<file path="src/rtl/smim_pkg.sv">
// Shared types and constants for the SPI mode 3 sensor register master.
// Holds the beat structs of both channels and the command codes; no dependencies.
package smim_pkg;

  localparam int unsigned ADDR_W      = 7;
  localparam int unsigned BYTE_W      = 8;
  localparam int unsigned AXIS_W      = 16;
  localparam int unsigned NUM_AXES    = 6;
  localparam int unsigned BYTE_IDX_W  = 4;
  localparam int unsigned BIT_IDX_W   = 3;
  localparam int unsigned AXIS_IDX_W  = 3;

  localparam logic [1:0] OP_TICK  = 2'd0;
  localparam logic [1:0] OP_WRITE = 2'd1;
  localparam logic [1:0] OP_READ  = 2'd2;
  localparam logic [1:0] OP_BURST = 2'd3;

  localparam logic [ADDR_W-1:0]     BURST_ADDR_RST = 7'd34;
  localparam logic [BYTE_IDX_W-1:0] BURST_TOTAL    = 4'd13;
  localparam logic [BYTE_IDX_W-1:0] REG_TOTAL      = 4'd2;
  localparam logic [BIT_IDX_W-1:0]  LAST_BIT       = 3'd7;

  typedef struct packed {
    logic [1:0]        op;
    logic [ADDR_W-1:0] reg_addr;
    logic [BYTE_W-1:0] write_value;
    logic              miso;
  } in_item_t;

  typedef struct packed {
    logic                     sck;
    logic                     mosi;
    logic                     cs_n;
    logic                     busy_res;
    logic                     done_res;
    logic [BYTE_W-1:0]        read_byte;
    logic signed [AXIS_W-1:0] gyro_x;
    logic signed [AXIS_W-1:0] gyro_y;
    logic signed [AXIS_W-1:0] gyro_z;
    logic signed [AXIS_W-1:0] accel_x;
    logic signed [AXIS_W-1:0] accel_y;
    logic signed [AXIS_W-1:0] accel_z;
  } out_item_t;

endpackage

</file>
<file path="src/rtl/smim_engine.sv">
// Transaction engine: link state, shift registers, burst axis store, one tick per fire.
// Depends on smim_pkg.
module smim_engine import smim_pkg::*; (
  input  logic              clk,
  input  logic              rst_n,
  input  logic              fire,
  input  in_item_t          item,
  input  logic              cfg_we,
  input  logic [ADDR_W-1:0] cfg_wdata,
  output out_item_t         result
);

  logic                  active_r, active_nxt;
  logic [1:0]            kind_r, kind_nxt;
  logic                  half_r, half_nxt;
  logic [BIT_IDX_W-1:0]  bit_r, bit_nxt;
  logic [BYTE_IDX_W-1:0] byte_r, byte_nxt;
  logic [BYTE_W-1:0]     so_r, so_nxt;
  logic [BYTE_W-1:0]     si_r, si_nxt;
  logic [BYTE_W-1:0]     last_r, last_nxt;
  logic [AXIS_W-1:0]     axis_r [NUM_AXES];
  logic [AXIS_W-1:0]     axis_nxt [NUM_AXES];
  logic [ADDR_W-1:0]     burst_addr_r;

  logic                  act;
  logic [1:0]            knd;
  logic                  hp;
  logic [BIT_IDX_W-1:0]  bi;
  logic [BYTE_IDX_W-1:0] byi;
  logic [BYTE_W-1:0]     so, si, si_sh;
  logic [BYTE_IDX_W-1:0] total, k;
  logic [AXIS_IDX_W-1:0] ax;
  logic                  sck, mosi, cs_n, busy, done;

  always_comb begin
    act = active_r;
    knd = kind_r;
    hp  = half_r;
    bi  = bit_r;
    byi = byte_r;
    so  = so_r;
    si  = si_r;
    if (!active_r && item.op != OP_TICK) begin
      act = 1'b1;
      knd = item.op;
      hp  = 1'b0;
      bi  = '0;
      byi = '0;
      case (item.op)
        OP_WRITE: begin
          so = {1'b0, item.reg_addr};
          si = item.write_value;
        end
        OP_READ: begin
          so = {1'b1, item.reg_addr};
          si = '0;
        end
        default: begin
          so = {1'b1, burst_addr_r};
          si = '0;
        end
      endcase
    end

    total = (knd == OP_BURST) ? BURST_TOTAL : REG_TOTAL;
    si_sh = (byi != '0) ? {si[BYTE_W-2:0], item.miso} : si;
    k     = byi - 1'b1;
    ax    = k[BYTE_IDX_W-1:1];

    active_nxt = act;
    kind_nxt   = knd;
    half_nxt   = hp;
    bit_nxt    = bi;
    byte_nxt   = byi;
    so_nxt     = so;
    si_nxt     = si;
    last_nxt   = last_r;
    for (int i = 0; i < NUM_AXES; i++) axis_nxt[i] = axis_r[i];
    sck  = 1'b1;
    mosi = 1'b0;
    cs_n = 1'b1;
    busy = 1'b0;
    done = 1'b0;

    if (act) begin
      busy = 1'b1;
      if (byi >= total) begin
        done       = 1'b1;
        active_nxt = 1'b0;
        half_nxt   = 1'b0;
        bit_nxt    = '0;
        byte_nxt   = '0;
      end else if (!hp) begin
        sck      = 1'b0;
        cs_n     = 1'b0;
        mosi     = so[BYTE_W-1];
        half_nxt = 1'b1;
      end else begin
        sck      = 1'b1;
        cs_n     = 1'b0;
        mosi     = so[BYTE_W-1];
        si_nxt   = si_sh;
        so_nxt   = {so[BYTE_W-2:0], 1'b0};
        half_nxt = 1'b0;
        if (bi == LAST_BIT) begin
          bit_nxt = '0;
          if (knd == OP_READ) begin
            last_nxt = si_sh;
          end else if (knd == OP_BURST && byi != '0) begin
            for (int i = 0; i < NUM_AXES; i++) begin
              if (ax == AXIS_IDX_W'(i)) begin
                if (k[0]) axis_nxt[i] = {si_sh, axis_r[i][BYTE_W-1:0]};
                else      axis_nxt[i] = {axis_r[i][AXIS_W-1:BYTE_W], si_sh};
              end
            end
          end
          so_nxt   = (byi == '0 && knd == OP_WRITE) ? si_sh : '0;
          si_nxt   = '0;
          byte_nxt = byi + 1'b1;
        end else begin
          bit_nxt = bi + 1'b1;
        end
      end
    end
  end

  always_comb begin
    result.sck       = sck;
    result.mosi      = mosi;
    result.cs_n      = cs_n;
    result.busy_res  = busy;
    result.done_res  = done;
    result.read_byte = last_nxt;
    result.gyro_x    = $signed(axis_nxt[0]);
    result.gyro_y    = $signed(axis_nxt[1]);
    result.gyro_z    = $signed(axis_nxt[2]);
    result.accel_x   = $signed(axis_nxt[3]);
    result.accel_y   = $signed(axis_nxt[4]);
    result.accel_z   = $signed(axis_nxt[5]);
  end

  always_ff @(posedge clk) begin
    if (!rst_n) begin
      active_r     <= 1'b0;
      kind_r       <= OP_TICK;
      half_r       <= 1'b0;
      bit_r        <= '0;
      byte_r       <= '0;
      so_r         <= '0;
      si_r         <= '0;
      last_r       <= '0;
      burst_addr_r <= BURST_ADDR_RST;
      for (int i = 0; i < NUM_AXES; i++) axis_r[i] <= '0;
    end else begin
      if (cfg_we) burst_addr_r <= cfg_wdata;
      if (fire) begin
        active_r <= active_nxt;
        kind_r   <= kind_nxt;
        half_r   <= half_nxt;
        bit_r    <= bit_nxt;
        byte_r   <= byte_nxt;
        so_r     <= so_nxt;
        si_r     <= si_nxt;
        last_r   <= last_nxt;
        for (int i = 0; i < NUM_AXES; i++) axis_r[i] <= axis_nxt[i];
      end
    end
  end

endmodule

</file>
<file path="src/rtl/spi_mode3_imu_register_master_core.sv">
// Top level of the SPI mode 3 sensor register master: input beat register,
// engine, result register. Depends on smim_pkg and smim_engine.
//
//   channel | ports                        | beat
//   --------+------------------------------+------------------------------------
//   input   | in_valid, in_stall, in_data  | one half-bit tick: op, addr, data, miso
//   result  | out_valid, out_stall, out_data | pin levels, busy, done, captured data
//   config  | cfg_we, cfg_wdata            | burst start address, no read-back
//
// One tick per cycle while out_stall does not hold the result register; a beat passes
// from the input beat register through the engine to the result register and out_data; the engine steps once per tick.
// Reset (rst_n low, synchronous) clears the valid bits of both beat registers and all link state;
// the burst start address returns to 34.
// out_stall holds the result register, and with it the input register and in_stall.
module spi_mode3_imu_register_master_core import smim_pkg::*; (
  input  logic              clk,
  input  logic              rst_n,
  input  logic              in_valid,
  output logic              in_stall,
  input  in_item_t          in_data,
  output logic              out_valid,
  input  logic              out_stall,
  output out_item_t         out_data,
  input  logic              cfg_we,
  input  logic [ADDR_W-1:0] cfg_wdata
);

  logic      in_vld_r;
  in_item_t  in_item_r;
  logic      out_vld_r;
  out_item_t out_item_r;
  out_item_t result;
  logic      adv, fire;

  assign adv      = !out_vld_r || !out_stall;
  assign fire     = in_vld_r && adv;
  assign in_stall = in_vld_r && !adv;

  smim_engine u_engine (
    .clk       (clk),
    .rst_n     (rst_n),
    .fire      (fire),
    .item      (in_item_r),
    .cfg_we    (cfg_we),
    .cfg_wdata (cfg_wdata),
    .result    (result)
  );

  always_ff @(posedge clk) begin
    if (!rst_n) begin
      in_vld_r  <= 1'b0;
      out_vld_r <= 1'b0;
    end else begin
      if (!in_stall) begin
        in_vld_r  <= in_valid;
        in_item_r <= in_data;
      end
      if (adv) begin
        out_vld_r  <= in_vld_r;
        out_item_r <= result;
      end
    end
  end

  assign out_valid = out_vld_r;
  assign out_data  = out_item_r;

endmodule

</file>
<file path="config.mk">
export PLATFORM = sky130hd
export DESIGN_NAME = spi_mode3_imu_register_master_core
export DESIGN_NICKNAME = d
export VERILOG_FILES = /design/src/rtl/smim_pkg.sv /design/src/rtl/smim_engine.sv /design/src/rtl/spi_mode3_imu_register_master_core.sv
export SDC_FILE = /design/constraint.sdc
export NUM_CORES = 1
export LEC_CHECK = 0
export BUFFER_PORTS_ARGS = -buffer_cell sky130_fd_sc_hd__buf_2
export CORE_UTILIZATION = 55
export CTS_CLUSTER_SIZE = 25
export DETAILED_ROUTE_END_ITERATION = 10
export PLACE_DENSITY = 0.88
export REMOVE_ABC_BUFFERS = 1
export SLEW_MARGIN = 20
export SYNTH_ARGS = -nofsm -noshare
export SYNTH_HDL_FRONTEND = slang
export SYNTH_SLANG_ARGS = --single-unit
</file>
<file path="constraint.sdc">
create_clock -name clk -period 12.9 [get_ports clk]
set_input_delay 1.29 -clock clk [delete_from_list [all_inputs] [get_ports clk]]
set_output_delay 1.29 -clock clk [all_outputs]
set_load 0.005 [all_outputs]
</file>
==> summary.txt <==
Power and ir drop
  • Clock power share: 0.390
  • Leak: 5.497 nW
  • Cell Int Power: 1.449 mW
  • Max rail drop VDD: 0.00009491 V
  • Pwr/cell area: 137.0 nW/um2
  • Net Switching: 0.4186 mW
  • Comb pwr share: 0.068
  • Sequential Power Share: 0.542
  • Switching power share of the total: 0.2241

Synthesis
  • Yosys top cell by area: edfxtp_1
  • Adder-Cell Fraction of Synth Area: 0.008379
  • Largest family of logic cells by synthesized area: simple AND/OR/NAND/NOR gates
  • Register bit count reported by yosys: 267
  • Ys async rst share: 0
  • Ranking of synthesized cells by area: edfxtp_1, mux2_2, dfxtp_1
  • Register area share after synthesis: 0.6343
  • Yosys top cell area share: 0.5605
  • Cells after synthesis: 892
  • Area share of and/or/nand/nor cells after synthesis: 0.1346
  • Synth unique cells: 75
  • Post-synthesis mux area share: 0.1181
  • EDFF count, synth: 223
  • Most used DFF post-synth: edfxtp_1
  • Mean Syn Cell Area: 13.39 um2
  • Post-synthesis compound-gate area fraction: 0.07478
  • Syn Std Cell Area: 11950 um2
  • YS warnings: 0
  • Xor/xnor share of the synthesized area: 0.001466

Cells and area
  • Fraction of layout cells with a size suffix above 1: 0.3006
  • Final cell count without fillers: 1303
  • Commonest non-fill, non-tap cell in the layout: edfxtp_1
  • Filler cells: 1523
  • Ant diodes: 0
  • Commonest non-fill, non-tap cells in the layout: edfxtp_1, buf_2, nand2_1
  • Layout Nets: 1048
  • Area grow syn2layout: 14.10%

Placed design
  • Placer congestion estimate: 0.8690
  • DP Cell Count: 1256
  • Post-DP HPWL: 15930 um
  • PortBufs: 140

Critical path
  • Slowest-stage cell, CP: mux2i_2
  • Top delay family on crit path: simple AND/OR/NAND/NOR gates
  • Worst EP arrival: 5.10 ns
  • Critical Path Max Stage Delay: 0.99 ns
  • WP buf/inv: 2
  • Setup crit end kind: flip-flop
  • Startpoint Class: flip-flop
  • Worst endpoint required time: 13.27 ns
  • Crit Path Category: reg2reg
  • CP max FO: 23
  • Crit path cell chain: inv_1, ha_1, or2_1, and2_4, inv_4, ha_1, o21ai_2, mux2i_2, nand2_1, mux2i_1
  • Most used cell, CP: ha_1

Die
  • Die Height: 149.4 um
  • Site row count: 53
  • Core box area: 21150 um2
  • Initial Utilization: 0.5647
  • Ports: 141
  • Die Area: 22310 um2
  • Die Wd: 149.4 um

Timing
  • Fmax: 211.3 MHz
  • Final hold vios: 0
  • Clk_skew: 0.01172 ns
  • Worst-margin pin slew: 1.108 ns
  • Fin crit share: 0.3669
  • Fin crit period: 4.733 ns
  • RSZ-0062 raised after global routing: false
  • Max-slew headroom: 0.2469
  • Slew Viols, Final: 0
  • Final setup viols: 0
  • Final TNS setup: 0 ns

Clock network
  • Worst-path clk slew: 0.06 ns
  • Post-CTS Hold Buffers: 0
  • Resized Gates After CTS: 0
  • CTS Buf Count: 27
  • Number of setup buffers added after CTS: 0
  • H-tree depth: 1
  • Clock sinks: 267
  • Clk Latency, worst-skew pair: 0.54 ns
  • CTS root buf: clkbuf_16
  • CTS tree: built
  • CTS max path bufs: 3

Routing
  • Wire per inst: 20.06 um
  • Post-route DRC violation count: 0
  • 1st-iter DRT viols: 801
  • Number of antenna-violating nets in the routed design: 0
  • WL final: 26140 um
  • 1st-pass router iterations: 5
  • Via-to-Cell Ratio: 6.061
  • Via count: 7897

Job
  • MaxCap Viol Count: 0

GRT
  • Met3 usage: 0.03272
  • Global Route Usage Sum: 0.2356
  • Met2 Usage GRT: 0.3731
  • Vias in the first global route: 7402
  • Largest net degree at the start of global routing: 112
  • Antenna violations before repair: 0
  • GR peak layer: met2
  • First-pass GRT wire length: 40520 um
  • GR met1 Demand/Resource: 0.3332
  • Overflow after GRT: 0

Status
  • Status: finished clean

Worst hold path
  • Hold crit path type: reg2reg
==> per-stage QoR <==
stage	setup WS (ns)	util	area (um2)	total power, mW	hold slack, ns
4_1_cts	8.263	0.6443	13630	1.874	0.4701
5_1_grt	7.949	0.6443	13630	1.926	0.4855
6_report	8.167	0.6443	13630	1.868	0.4748
3_3_place_gp	8.406	0.6058	12820	1.150	0.4518
2_1_floorplan	2.973	-	11650	1.097	0.4314
3_5_place_dp	8.316	0.6063	12820	1.155	0.4525
==> sequential cells by signal, indices dropped and copies added (netlist names), 4 cells and up <==
signal / flops
u_engine.byte_r: 4
u_engine.so_r: 8
u_engine.burst_addr_r: 7
u_engine.last_r: 8
in_item_r: 18
out_data: 109
u_engine.axis_r: 96
u_engine.si_r: 8
==> final cells by class <==
| class | instances | area, um2 | area share |
|---|---|---|---|
| Timing Repair Buffer | 150 | 775.7 | 0.05691 |
| Clock buffer | 34 | 711.9 | 0.05223 |
| Inverter | 12 | 50.05 | 0.003672 |
| Tap cell | 275 | 344.1 | 0.02524 |
| Clock inverter | 13 | 93.84 | 0.006885 |
| Sequential cell | 267 | 7577 | 0.5559 |
| Multi-Input combinational cell | 552 | 4078 | 0.2992 |
==> synth_stat cells (7+ instances only) <==
cell and n:
a21boi_0 11, a21oi_1 16, a31oi_1 11, and2_1 71, buf_2 17, clkbuf_1 35, dfxtp_1 44, edfxtp_1 223
ha_1 8, inv_1 11, mux2_2 88, mux2i_1 39, nand2_1 89, nand3_1 43, nor2_1 12, nor2b_1 10
nor3_1 9, nor3b_1 7, o21a_1 9, o21ai_0 33, or3_1 7
==> power groups by stage <==
stage | logic [mW] | clock network, mW | registers [mW]
2_1_floorplan | 0.0652 | 0 | 1.03
3_3_place_gp | 0.122 | 0 | 1.03
3_5_place_dp | 0.126 | 0 | 1.03
4_1_cts | 0.127 | 0.735 | 1.01
5_1_grt | 0.139 | 0.771 | 1.02
6_report | 0.128 | 0.729 | 1.01
==> layer usage <==
layer,up-vias,part of all wire
li1,3572,-
met1,3891,0.42
met2,380,0.48
met3,54,0.078
met4,0,0.026
met5,-,0
==> tightest hold or removal path, delay by kind of cell, from the launching register on <==
family        cells  cell delay [ns]
flops             1             0.33
simple gates      2             0.12
==> cells by family (layout without fill, tap and decap cells) <==
logic type / count (synthesis) / in the layout
buffers and inverters: 73 / 209
XOR/XNOR: 2 / 2
adder cells (fa/ha/maj): 8 / 8
multiplexers: 129 / 129
AND/OR/NAND/NOR: 286 / 286
flip-flops: 267 / 267
AO/OA/AOI/OAI: 127 / 127
==> path summary, 6_finish.rpt <==
| kind | start | to | slack, ns | depth (start not counted) |
|---|---|---|---|---|
| setup / recovery | in_item_r[16] | u_engine.axis_r[0][3] | 8.17 | 10 |
| hold / removal | u_engine.si_r[7] | u_engine.si_r[7] | 0.47 | 2 |
| setup reg to reg | in_item_r[16] | u_engine.axis_r[0][3] | 8.17 | 10 |
| hold reg to reg | u_engine.si_r[7] | u_engine.si_r[7] | 0.47 | 2 |
Power figures use the tool's default switching activity.
